## src/sv/lpfr_pkg.sv

```systemverilog
// ---------------------------------------------------------------------------
// lpfr_pkg: shared types and constants of the frame receiver
// Command codes between the frame parser and the CRC/result engine, result
// item codes, and the byte-parallel CRC-16/XMODEM update.
// ---------------------------------------------------------------------------
`timescale 1ns / 1ps

package lpfr_pkg;

   localparam logic [15:0] CRC_POLY       = 16'h1021;
   localparam logic [15:0] CRC_TOP        = 16'h8000;
   localparam logic [15:0] CRC_INIT       = 16'h0000;
   localparam logic [15:0] FRAME_OVERHEAD = 16'd5;

   localparam logic OP_BYTE    = 1'b0;
   localparam logic OP_TIMEOUT = 1'b1;

   localparam logic KIND_PAYLOAD = 1'b0;
   localparam logic KIND_STATUS  = 1'b1;

   localparam logic [1:0] STATUS_OK       = 2'd0;
   localparam logic [1:0] STATUS_CRC_BAD  = 2'd1;
   localparam logic [1:0] STATUS_TOO_SHORT = 2'd2;
   localparam logic [1:0] STATUS_TIMEOUT  = 2'd3;

   // Commands from the parser to the back end.
   typedef enum logic [2:0] {
      CMD_CRC_START,   // first length byte: restart CRC over this byte
      CMD_CRC_UPDATE,  // header byte: fold into CRC
      CMD_PAYLOAD,     // payload byte: fold into CRC and pass on
      CMD_CRC_HIGH,    // hold received CRC high byte
      CMD_CRC_CHECK,   // received CRC low byte: compare and report
      CMD_TOO_SHORT,   // length below five: report and drop frame
      CMD_TIMEOUT      // timeout inside a frame: report and drop frame
   } cmd_code_type;

   typedef struct packed {
      cmd_code_type code;
      logic [7:0]   data;
      logic [7:0]   frame_id;
      logic [15:0]  payload_length;
   } cmd_type;

   typedef struct packed {
      logic        kind;
      logic [7:0]  frame_id;
      logic [7:0]  payload_byte;
      logic [1:0]  status;
      logic [15:0] payload_length;
   } rsp_type;

   function automatic logic [15:0] crc_byte(input logic [15:0] crc,
                                            input logic [7:0] data);
      logic [15:0] r;
      r = crc ^ {data, 8'h00};
      for (int k = 0; k < 8; k++) begin
         if ((r & CRC_TOP) != 16'h0000) begin
            r = (r << 1) ^ CRC_POLY;
         end else begin
            r = r << 1;
         end
      end
      return r;
   endfunction

endpackage

```

## src/sv/lpfr_fifo.sv

```systemverilog
// ---------------------------------------------------------------------------
// lpfr_fifo: small register FIFO
// Holds DEPTH words of WIDTH bits; the oldest word is shown while not empty.
// ---------------------------------------------------------------------------
`timescale 1ns / 1ps

module lpfr_fifo #(
   parameter int WIDTH = 8,
   parameter int DEPTH = 2
) (
   input  logic             clock,
   input  logic             reset,
   input  logic             push,
   input  logic [WIDTH-1:0] push_data,
   output logic             full,
   input  logic             pop,
   output logic [WIDTH-1:0] pop_data,
   output logic             empty
);

   localparam int AW = (DEPTH > 1) ? $clog2(DEPTH) : 1;
   localparam int CW = $clog2(DEPTH + 1);

   logic [WIDTH-1:0] mem_ff [DEPTH];
   logic [AW-1:0]    wr_ptr_ff, wr_ptr_in;
   logic [AW-1:0]    rd_ptr_ff, rd_ptr_in;
   logic [CW-1:0]    count_ff, count_in;
   logic             do_push, do_pop;

   assign full     = (count_ff == CW'(DEPTH));
   assign empty    = (count_ff == '0);
   assign do_push  = push && !full;
   assign do_pop   = pop && !empty;
   assign pop_data = mem_ff[rd_ptr_ff];

   always_comb begin
      wr_ptr_in = wr_ptr_ff;
      rd_ptr_in = rd_ptr_ff;
      count_in  = count_ff;
      if (do_push) begin
         wr_ptr_in = (wr_ptr_ff == AW'(DEPTH - 1)) ? '0 : wr_ptr_ff + 1'b1;
      end
      if (do_pop) begin
         rd_ptr_in = (rd_ptr_ff == AW'(DEPTH - 1)) ? '0 : rd_ptr_ff + 1'b1;
      end
      if (do_push && !do_pop) begin
         count_in = count_ff + 1'b1;
      end else if (do_pop && !do_push) begin
         count_in = count_ff - 1'b1;
      end
   end

   always_ff @(posedge clock) begin
      if (reset) begin
         wr_ptr_ff <= '0;
         rd_ptr_ff <= '0;
         count_ff  <= '0;
      end else begin
         wr_ptr_ff <= wr_ptr_in;
         rd_ptr_ff <= rd_ptr_in;
         count_ff  <= count_in;
      end
   end

   always_ff @(posedge clock) begin
      if (do_push) begin
         mem_ff[wr_ptr_ff] <= push_data;
      end
   end

endmodule

```

## src/sv/lpfr_front.sv

```systemverilog
// ---------------------------------------------------------------------------
// lpfr_front: frame parser
// Tracks the frame layout and turns each received byte, and each timeout inside a
// frame, into a command for the CRC/result engine.
// ---------------------------------------------------------------------------
`timescale 1ns / 1ps

module lpfr_front
   import lpfr_pkg::*;
(
   input  logic       clock,
   input  logic       reset,
   input  logic       accept,
   input  logic       op,
   input  logic [7:0] rx_byte,
   output logic       cmd_push,
   output cmd_type    cmd
);

   typedef enum logic [2:0] {
      PH_LEN_HI,
      PH_LEN_LO,
      PH_ID,
      PH_PAYLOAD,
      PH_CRC_HI,
      PH_CRC_LO
   } phase_type;

   phase_type   phase_ff, phase_in;
   logic [15:0] frame_length_ff, frame_length_in;
   logic [15:0] remaining_ff, remaining_in;
   logic [7:0]  id_ff, id_in;
   logic [15:0] full_length;
   logic [15:0] remaining_dec;

   assign full_length   = {frame_length_ff[15:8], rx_byte};
   assign remaining_dec = remaining_ff - 16'd1;

   always_comb begin
      phase_in            = phase_ff;
      frame_length_in     = frame_length_ff;
      remaining_in        = remaining_ff;
      id_in               = id_ff;
      cmd_push            = 1'b0;
      cmd.code            = CMD_CRC_UPDATE;
      cmd.data            = rx_byte;
      cmd.frame_id        = id_ff;
      cmd.payload_length  = frame_length_ff - FRAME_OVERHEAD;
      if (accept && op == OP_TIMEOUT) begin
         // A timeout while waiting for a new frame is simply dropped.
         if (phase_ff != PH_LEN_HI) begin
            cmd_push = 1'b1;
            cmd.code = CMD_TIMEOUT;
            if (phase_ff == PH_LEN_LO || phase_ff == PH_ID) begin
               cmd.frame_id = 8'h00;
            end
            if (phase_ff == PH_LEN_LO || frame_length_ff < FRAME_OVERHEAD) begin
               cmd.payload_length = 16'h0000;
            end
         end
         phase_in = PH_LEN_HI;
      end else if (accept) begin
         cmd_push = 1'b1;
         unique case (phase_ff)
            PH_LEN_LO: begin
               frame_length_in = full_length;
               if (full_length < FRAME_OVERHEAD) begin
                  cmd.code           = CMD_TOO_SHORT;
                  cmd.frame_id       = 8'h00;
                  cmd.payload_length = 16'h0000;
                  phase_in           = PH_LEN_HI;
               end else begin
                  cmd.code     = CMD_CRC_UPDATE;
                  remaining_in = full_length - FRAME_OVERHEAD;
                  phase_in     = PH_ID;
               end
            end
            PH_ID: begin
               cmd.code = CMD_CRC_UPDATE;
               id_in    = rx_byte;
               phase_in = (remaining_ff != 16'h0000) ? PH_PAYLOAD : PH_CRC_HI;
            end
            PH_PAYLOAD: begin
               cmd.code     = CMD_PAYLOAD;
               remaining_in = remaining_dec;
               if (remaining_dec == 16'h0000) begin
                  phase_in = PH_CRC_HI;
               end
            end
            PH_CRC_HI: begin
               cmd.code = CMD_CRC_HIGH;
               phase_in = PH_CRC_LO;
            end
            PH_CRC_LO: begin
               cmd.code = CMD_CRC_CHECK;
               phase_in = PH_LEN_HI;
            end
            default: begin
               cmd.code        = CMD_CRC_START;
               frame_length_in = {rx_byte, 8'h00};
               phase_in        = PH_LEN_LO;
            end
         endcase
      end
   end

   always_ff @(posedge clock) begin
      if (reset) begin
         phase_ff        <= PH_LEN_HI;
         frame_length_ff <= 16'h0000;
         remaining_ff    <= 16'h0000;
         id_ff           <= 8'h00;
      end else begin
         phase_ff        <= phase_in;
         frame_length_ff <= frame_length_in;
         remaining_ff    <= remaining_in;
         id_ff           <= id_in;
      end
   end

endmodule

```

## src/sv/lpfr_back.sv

```systemverilog
// ---------------------------------------------------------------------------
// lpfr_back: CRC and result engine
// Executes parser commands: keeps the running CRC, checks the received CRC
// and builds the result items.
// ---------------------------------------------------------------------------
`timescale 1ns / 1ps

module lpfr_back
   import lpfr_pkg::*;
(
   input  logic    clock,
   input  logic    reset,
   input  logic    cmd_empty,
   input  cmd_type cmd,
   output logic    cmd_pop,
   input  logic    rsp_full,
   output logic    rsp_push,
   output rsp_type rsp
);

   logic [15:0] crc_ff, crc_in;
   logic [7:0]  crc_high_ff, crc_high_in;
   logic [15:0] crc_next;

   assign cmd_pop  = !cmd_empty && !rsp_full;
   assign crc_next = crc_byte(crc_ff, cmd.data);

   always_comb begin
      crc_in             = crc_ff;
      crc_high_in        = crc_high_ff;
      rsp_push           = 1'b0;
      rsp.kind           = KIND_STATUS;
      rsp.frame_id       = cmd.frame_id;
      rsp.payload_byte   = 8'h00;
      rsp.status         = STATUS_OK;
      rsp.payload_length = cmd.payload_length;
      if (cmd_pop) begin
         unique case (cmd.code)
            CMD_CRC_START: begin
               crc_in = crc_byte(CRC_INIT, cmd.data);
            end
            CMD_CRC_UPDATE: begin
               crc_in = crc_next;
            end
            CMD_PAYLOAD: begin
               crc_in             = crc_next;
               rsp_push           = 1'b1;
               rsp.kind           = KIND_PAYLOAD;
               rsp.payload_byte   = cmd.data;
               rsp.payload_length = 16'h0000;
            end
            CMD_CRC_HIGH: begin
               crc_high_in = cmd.data;
            end
            CMD_CRC_CHECK: begin
               crc_in     = CRC_INIT;
               rsp_push   = 1'b1;
               rsp.status = ({crc_high_ff, cmd.data} == crc_ff) ?
                            STATUS_OK : STATUS_CRC_BAD;
            end
            CMD_TOO_SHORT: begin
               crc_in     = CRC_INIT;
               rsp_push   = 1'b1;
               rsp.status = STATUS_TOO_SHORT;
            end
            CMD_TIMEOUT: begin
               crc_in     = CRC_INIT;
               rsp_push   = 1'b1;
               rsp.status = STATUS_TIMEOUT;
            end
            default: begin
               crc_in = crc_ff;
            end
         endcase
      end
   end

   always_ff @(posedge clock) begin
      if (reset) begin
         crc_ff      <= CRC_INIT;
         crc_high_ff <= 8'h00;
      end else begin
         crc_ff      <= crc_in;
         crc_high_ff <= crc_high_in;
      end
   end

endmodule

```

## src/sv/length_prefixed_frame_receiver_crc16.sv

```systemverilog
// A result reaches the rsp_ ports via the registered command and result queues.
// Throughput: one request per cycle while the command queue has room, set by
// the combinational parser step and the byte-parallel CRC update in the back end.
// Reset: synchronous active-high reset empties both queues, returns the parser
// to waiting for a length high byte and clears the CRC; no clearing pass.
// ---------------------------------------------------------------------------
// length_prefixed_frame_receiver_crc16: framed byte stream receiver
// Parses length/id/payload/CRC frames, passes payload bytes on tagged with
// the frame id and reports each frame's end with a CRC-16/XMODEM status.
// ---------------------------------------------------------------------------
`timescale 1ns / 1ps

module length_prefixed_frame_receiver_crc16
   import lpfr_pkg::*;
#(
   parameter int CMD_DEPTH = 4,
   parameter int RSP_DEPTH = 2
) (
   input  logic        clock,
   input  logic        reset,
   // Request side.
   input  logic        push,
   output logic        full,
   input  logic        req_op,
   input  logic [7:0]  req_rx_byte,
   // Result side.
   output logic        empty,
   input  logic        pop,
   output logic        rsp_kind,
   output logic [7:0]  rsp_frame_id,
   output logic [7:0]  rsp_payload_byte,
   output logic [1:0]  rsp_status,
   output logic [15:0] rsp_payload_length
);

   // The parser sees each request as it is taken; it holds the frame layout
   // (phase, total length, remaining payload count, frame id) and emits one
   // command per request, except a timeout between frames, which is dropped.
   logic    accept;
   logic    cmd_push;
   cmd_type cmd_in_q;
   logic    cmd_full;
   logic    cmd_pop;
   cmd_type cmd_out_q;
   logic    cmd_empty;

   // The back end owns the running CRC and the received CRC high byte.
   logic    rsp_push;
   rsp_type rsp_in_q;
   logic    rsp_full;
   rsp_type rsp_out_q;

   // The request side stalls only when the command queue has no room.
   assign full   = cmd_full;
   assign accept = push && !cmd_full;

   lpfr_front u_front (
      .clock    (clock),
      .reset    (reset),
      .accept   (accept),
      .op       (req_op),
      .rx_byte  (req_rx_byte),
      .cmd_push (cmd_push),
      .cmd      (cmd_in_q)
   );

   // Command queue between parser and back end lets each side stall alone.
   lpfr_fifo #(
      .WIDTH ($bits(cmd_type)),
      .DEPTH (CMD_DEPTH)
   ) u_cmd_fifo (
      .clock     (clock),
      .reset     (reset),
      .push      (cmd_push),
      .push_data (cmd_in_q),
      .full      (cmd_full),
      .pop       (cmd_pop),
      .pop_data  (cmd_out_q),
      .empty     (cmd_empty)
   );

   // The back end takes a command only when the result queue has room, so a
   // command that yields a result is never lost.
   lpfr_back u_back (
      .clock     (clock),
      .reset     (reset),
      .cmd_empty (cmd_empty),
      .cmd       (cmd_out_q),
      .cmd_pop   (cmd_pop),
      .rsp_full  (rsp_full),
      .rsp_push  (rsp_push),
      .rsp       (rsp_in_q)
   );

   // Result queue: the oldest result sits on the rsp_ ports while not empty.
   lpfr_fifo #(
      .WIDTH ($bits(rsp_type)),
      .DEPTH (RSP_DEPTH)
   ) u_rsp_fifo (
      .clock     (clock),
      .reset     (reset),
      .push      (rsp_push),
      .push_data (rsp_in_q),
      .full      (rsp_full),
      .pop       (pop),
      .pop_data  (rsp_out_q),
      .empty     (empty)
   );

   assign rsp_kind           = rsp_out_q.kind;
   assign rsp_frame_id       = rsp_out_q.frame_id;
   assign rsp_payload_byte   = rsp_out_q.payload_byte;
   assign rsp_status         = rsp_out_q.status;
   assign rsp_payload_length = rsp_out_q.payload_length;

endmodule

```

## config.mk

```make
export PLATFORM = sky130hd
export DESIGN_NAME = length_prefixed_frame_receiver_crc16
export DESIGN_NICKNAME = d
export VERILOG_FILES = /design/src/sv/lpfr_pkg.sv /design/src/sv/lpfr_fifo.sv /design/src/sv/lpfr_front.sv /design/src/sv/lpfr_back.sv /design/src/sv/length_prefixed_frame_receiver_crc16.sv
export SDC_FILE = /design/constraint.sdc
export NUM_CORES = 1
export LEC_CHECK = 0
export BUFFER_PORTS_ARGS = -buffer_cell sky130_fd_sc_hd__buf_2
export CAP_MARGIN = 20
export CORE_ASPECT_RATIO = 0.5
export CORE_MARGIN = 5
export CORE_UTILIZATION = 50
export CTS_CLUSTER_SIZE = 20
export DETAILED_ROUTE_END_ITERATION = 7
export PLACE_DENSITY = 0.67
export SLEW_MARGIN = 20
export SYNTH_ARGS = -nofsm -noshare
export SYNTH_HDL_FRONTEND = slang
export SYNTH_SLANG_ARGS = --single-unit
```

## constraint.sdc

```tcl
create_clock -name clock -period 5.6 [get_ports clock]
set_input_delay 0.28 -clock clock [delete_from_list [all_inputs] [get_ports clock]]
set_output_delay 0.28 -clock clock [all_outputs]
set_load 0.02 [all_outputs]
```

Yosys cells after proc, flatten, opt, wreduce, memory -nomap -nowiden
Memories as Yosys holds them, arrays and structs flattened. A register that Yosys moved wholly into a read port is not among the register bits. Index checks and enable logic that the tools add are counted.

Equality and inequality tests: 18. Muxes and demuxes: 78. Reductions and logical operators: 43. Bitwise operators: 20. Add/sub/neg operators: 11. Magnitude comparators: 2.

Operators with widths (number): $mux W16 (17); $mux W13 (16); $mux W24 (5); $pmux W16 S2 (2); $not A3 Y3 (16); $pmux W16 S3 (1); $lt A16 B3 Y1 const B (2); $sub A16 B3 Y16 const B (2); $pmux W3 S5 (2); $mux W26 (1); $mux W3 (8); $eq A3 B3 Y1 const B (6); $eq A16 B16 Y1 (1); $logic_not A16 Y1 (1); $mux W1 (16); $mux W8 (2); $reduce_bool A16 Y1 (1); $sub A16 B1 Y16 const B (1); $xor A16 B16 Y16 (1); $mux W2 (7); $eq A3 B2 Y1 const B (4); $logic_and A1 B1 Y1 (11); $logic_not A1 Y1 (8); $reduce_and A4 Y1 (2); other kinds (21) (39).

Output and inout bits: 37. Memories kept: 2. Memory bits (writable): 210. Register bits: 78. Word-level logic and storage cells: 187. Input port bits: 13.

Memory list: u_cmd_fifo.mem_ff (words 4, width 35, read ports 1, clocked after Yosys merged registers in 1, write ports 1, RTL line lpfr_fifo.sv:24) `logic [WIDTH-1:0] mem_ff [DEPTH];`; u_rsp_fifo.mem_ff (words 2, width 35, read ports 1, clocked after Yosys merged registers in 1, write ports 1, RTL line lpfr_fifo.sv:24).

Depth between registers and ports, before layout
Depth after elaboration: 31. Gate-level depth with buffers: 10. Gate-level depth less buffers: 9.

By module
From an unflattened synthesis, not the netlist that was laid out.

Cells, all modules: 1029. Area, all modules: 13367.8 sq um.

By module, submodules not included: lpfr_fifo at u_cmd_fifo (times used 1, area each 5536.6 sq um, seq. area each 4384.2 sq um, cells an instance 233); lpfr_front (times used 1, area each 3215.6 sq um, seq. area each 860.8 sq um, cells an instance 431); lpfr_fifo at u_rsp_fifo (times used 1, area each 2733.9 sq um, seq. area each 2202.1 sq um, cells an instance 134); lpfr_back (times used 1, area each 1868.0 sq um, seq. area each 480.5 sq um, cells an instance 230); length_prefixed_frame_receiver_crc16 (times used 1, area each 13.8 sq um, seq. area each 0.0 sq um, cells an instance 1).

Least setup slack after synthesis
OpenSTA, ideal clock, no wires.

Kind: register to register. From: register (tool-made name). To: memory u_rsp_fifo.mem_ff[0][0] (netlist name), enable pin. Setup slack: 1194 ps. Arrival time: 3935 ps. Stages on the path, launching flop included: 6. Data required time: 5129 ps. Period minus slack after synthesis: 4406 ps. Path buffers: 1. Library setup time: 471 ps. Path through: dfxtp_1 > buf_2 > mux4_2 > nand2_1 > nand2_1 > nor3_1.

RTL lines (RTL line): end, declared (lpfr_fifo.sv:24).

==> results.toml <==
[critical_path]
cp-start-kind = "flop"
critical_path_data_arrival_time_ns = 3.43
critical-path-top-delay-family = "simple AND/OR/NAND/NOR gates"
slowest_delay_ns = 0.77
cpMostUsedCell = "nand2_1"
setup.worst_path.end_class = "flop"
critical_path_peak_fanout = 35
cp_num_buf_inv = 1
worst-r2r-setup-slack_ns = 2.35
crit_chain = "mux4_2 > nand2_1 > nand2_1 > nor2_1 > and2_1 > buf_4"
critical-path-slowest-cell = "dfxtp_2"
worst_ep_required_time_ns = 5.78
path_type_of_the_worst_setup_path = "reg -> reg"

[power]
vdd_drop_max_v = 0.000218
power_per_cell_area_nw_per_um2 = 504
cellLeakagePower_nw = 5.08

[sta]
drv_slew = 0
finalWorstPathRequiredPeriod_ns = 3.25
report.final.setup_viol = 0
maxClockFrequency_mhz = 308
tightest_slew_ns = 0.998
worst_clock_skew_ns = 0.0129
rsz0062_at_grt = "false"
report.final.hold_viol_count = 0
timing.setup.tns_ns = 0
timing.max_slew.rel_slack_pct = 33.3
timing.final.ws_setup_ns = 2.35
final.period_utilization_pct = 58.0

[final_layout]
area_delta_synth_final_pct = 10.8
final_net_count = 1071
antenna_cells = 0
fraction_of_final_layout_cells_sized_beyond_drive_strength_1_pct = 18.5
filler_cell_count = 2047

[logic_synthesis]
most_used_dff_post_synth = "edfxtp_1"
postSynth.asyncResetShare_pct = 0
postSynthCellCount = 1011
postSynthNetCount = 1037
yosys.cell_types.count = 64
syn_avg_cell_area_um2 = 12.9
synth-seq-cells = 291
synth_enable_flop_cells = 210
synth-warning-count = 0
mappedNetlistArea_um2 = 13100
synth-seq-area-share_pct = 60.7

[run]
max_cap_viol_count = 0

[status]
outcome = "completed"

[clock_network]
cts.root.buffer_cell = "clkbuf_16"
ctsLongestPathBuffers = 3
post_cts.resized_instances = 0
clkLatencyLatePin_ns = 0.55
h_tree_lvls = 1
cts.sink_count = 291
cts_post_setup_buffers_inserted = 0
tritoncts = "done"
cts_made_buffers = 27
register_clock_pin_slew_on_the_reported_worst_setup_and_hold_paths_ns = 0.06
cts_hold_buf = 0

[grt]
number_of_antenna_violations_at_the_first_check_in_global_routing = 0
grt_max_degree = 47
gr-total-overflow = 0
vias_in_the_first_global_route = 8020
grt_pass1_wl_mm = 45.1
grt_use_total_pct = 18.9

[place]
post-place-ws_ns = 2.34
dp_hpwl_mm = 18.4
port_buffers = 49
place.gp.congestion = 0.869

[die]
pin_count = 50
floorplan.die.height_um = 124
floorplan.core_area_um2 = 25400
die_width_um = 239
initial_utilization_pct = 51.3
area_of_the_die_um2 = 29600
fp-row-count = 41

[detailed_routing]
detail_route.drc_violations = 0
drtAntennaViolNets = 0
met3WireLength_mm = 1.71
wirelength_met1_mm = 13.7
vias_per_cell = 5.74
drt-total-wl_mm = 28.3
dr.first_iter.drc_count = 743
wl_met2_mm = 12.5
first_pass_iters = 5
detailroute.via_count = 8098
wl_per_cell_um = 20.0
maxUsedRoutingLayer = "met4"

[min_path]
hold_path.class = "in -> reg"
hp-start = "req_rx_byte[7]"
-- cells in the final DEF, fill, tap and decap left out, types with 32 or more instances in the layout --
master,n
edfxtp_1,210
nor2_1,103
dfxtp_1,80
a21oi_1,53
nand2_1,53
xnor2_1,50
buf_2,49
xor2_1,40
mux4_2,36
mux2_2,35
nor3_1,34
o21ai_0,32
-- cell families after synthesis --
| kind of cell | synth area share, % |
|---|---|
| flops | 60.7 |
| simple gates | 11.8 |
| fa+ha+maj | 1.30 |
| compound gates | 6.51 |
| buf+inv | 2.50 |
| xor+xnor | 6.04 |
| mux | 11.1 |
-- final timing paths --
path | end | depth (start not counted)
setup / recovery | u_rsp_fifo.mem_ff[1][5] | 6
hold / removal | u_cmd_fifo.mem_ff[3][31] | 1
setup reg to reg | u_rsp_fifo.mem_ff[1][5] | 6
hold reg to reg | flop | 2
-- power by group --
part | total (W) | internal [W] | leakage, nW | switching (W)
Sequential | 0.00297 | 0.00278 | 2.64 | 0.000191
Combinational | 0.00251 | 0.00101 | 2.01 | 0.00150
Clock | 0.00182 | 0.00103 | 0.429 | 0.000788
Total | 0.00729 | 0.00481 | 5.08 | 0.00248
-- synth_stat cells, drive strengths merged, types with 4 or more instances --
cell type / instances / area share [%]
nand2: 53 / 1.5
a221oi: 5 / 0.38
dfxtp: 81 / 12
xor2: 40 / 2.7
and3: 6 / 0.29
or4: 4 / 0.23
ha: 12 / 1.2
edfxtp: 210 / 48
nor4: 7 / 0.34
mux4: 36 / 6.2
nor2: 103 / 3.0
or3: 8 / 0.42
xnor2: 50 / 3.4
o21ai: 37 / 1.5
nand2b: 6 / 0.29
inv: 18 / 0.52
mux2i: 25 / 1.9
clkbuf: 43 / 1.2
nor2b: 26 / 1.2
mux2: 35 / 3.0
nor3: 36 / 1.4
nand4: 5 / 0.24
nand4b: 5 / 0.34
buf: 15 / 0.74
a31oi: 6 / 0.29
and2: 24 / 1.2
a21oi: 57 / 2.3
nand3: 15 / 0.58
o211ai: 7 / 0.56
-- layer usage --
metal  global-route usage [%]  up-vias
met5                        0        -
met4                     3.03        0
met3                     3.50       22
met2                     28.3      223
met1                     29.4     4064
li1                         -     3789
-- through the flow --
stage                     total power (W)  instance area (um2)  hold WS, ns  utilization, %  cells
after floorplan                   0.00485                13100        0.379               -   1011
after global placement            0.00547                13600        0.460            53.4   1360
after detailed placement          0.00552                13600        0.470            53.4   1360
after CTS                         0.00734                14500       0.0947            56.8   1410
after global routing              0.00771                14500       0.0991            56.8   1410
final                             0.00729                14500        0.109            56.8   1410
-- sequential cells by signal, indices dropped and copies added (netlist names), named ones only --
register                 count
u_front.remaining_ff        16
u_rsp_fifo.count_ff          2
u_cmd_fifo.count_ff          3
u_cmd_fifo.rd_ptr_ff         2
u_front.id_ff                8
u_cmd_fifo.mem_ff          140
u_rsp_fifo.rd_ptr_ff         1
u_rsp_fifo.wr_ptr_ff         1
u_front.frame_length_ff     16
u_cmd_fifo.wr_ptr_ff         2
u_rsp_fifo.mem_ff           70
u_front.phase_ff             3
u_back.crc_ff               16
u_back.crc_high_ff           8
-- cell type report --
| class | count | area [um2] | share of cell area, % |
|---|---|---|---|
| Clock inverter | 12 | 125 | 0.865 |
| Clock buffer | 38 | 747 | 5.16 |
| Timing Repair Buffer | 63 | 350 | 2.42 |
| Multi-Input combinational cell | 644 | 4810 | 33.3 |
| Tap cell | 344 | 430 | 2.98 |
| Inverter | 18 | 67.6 | 0.467 |
| Sequential cell | 291 | 7930 | 54.8 |
Note: power is estimated with default switching activity, not from simulation.
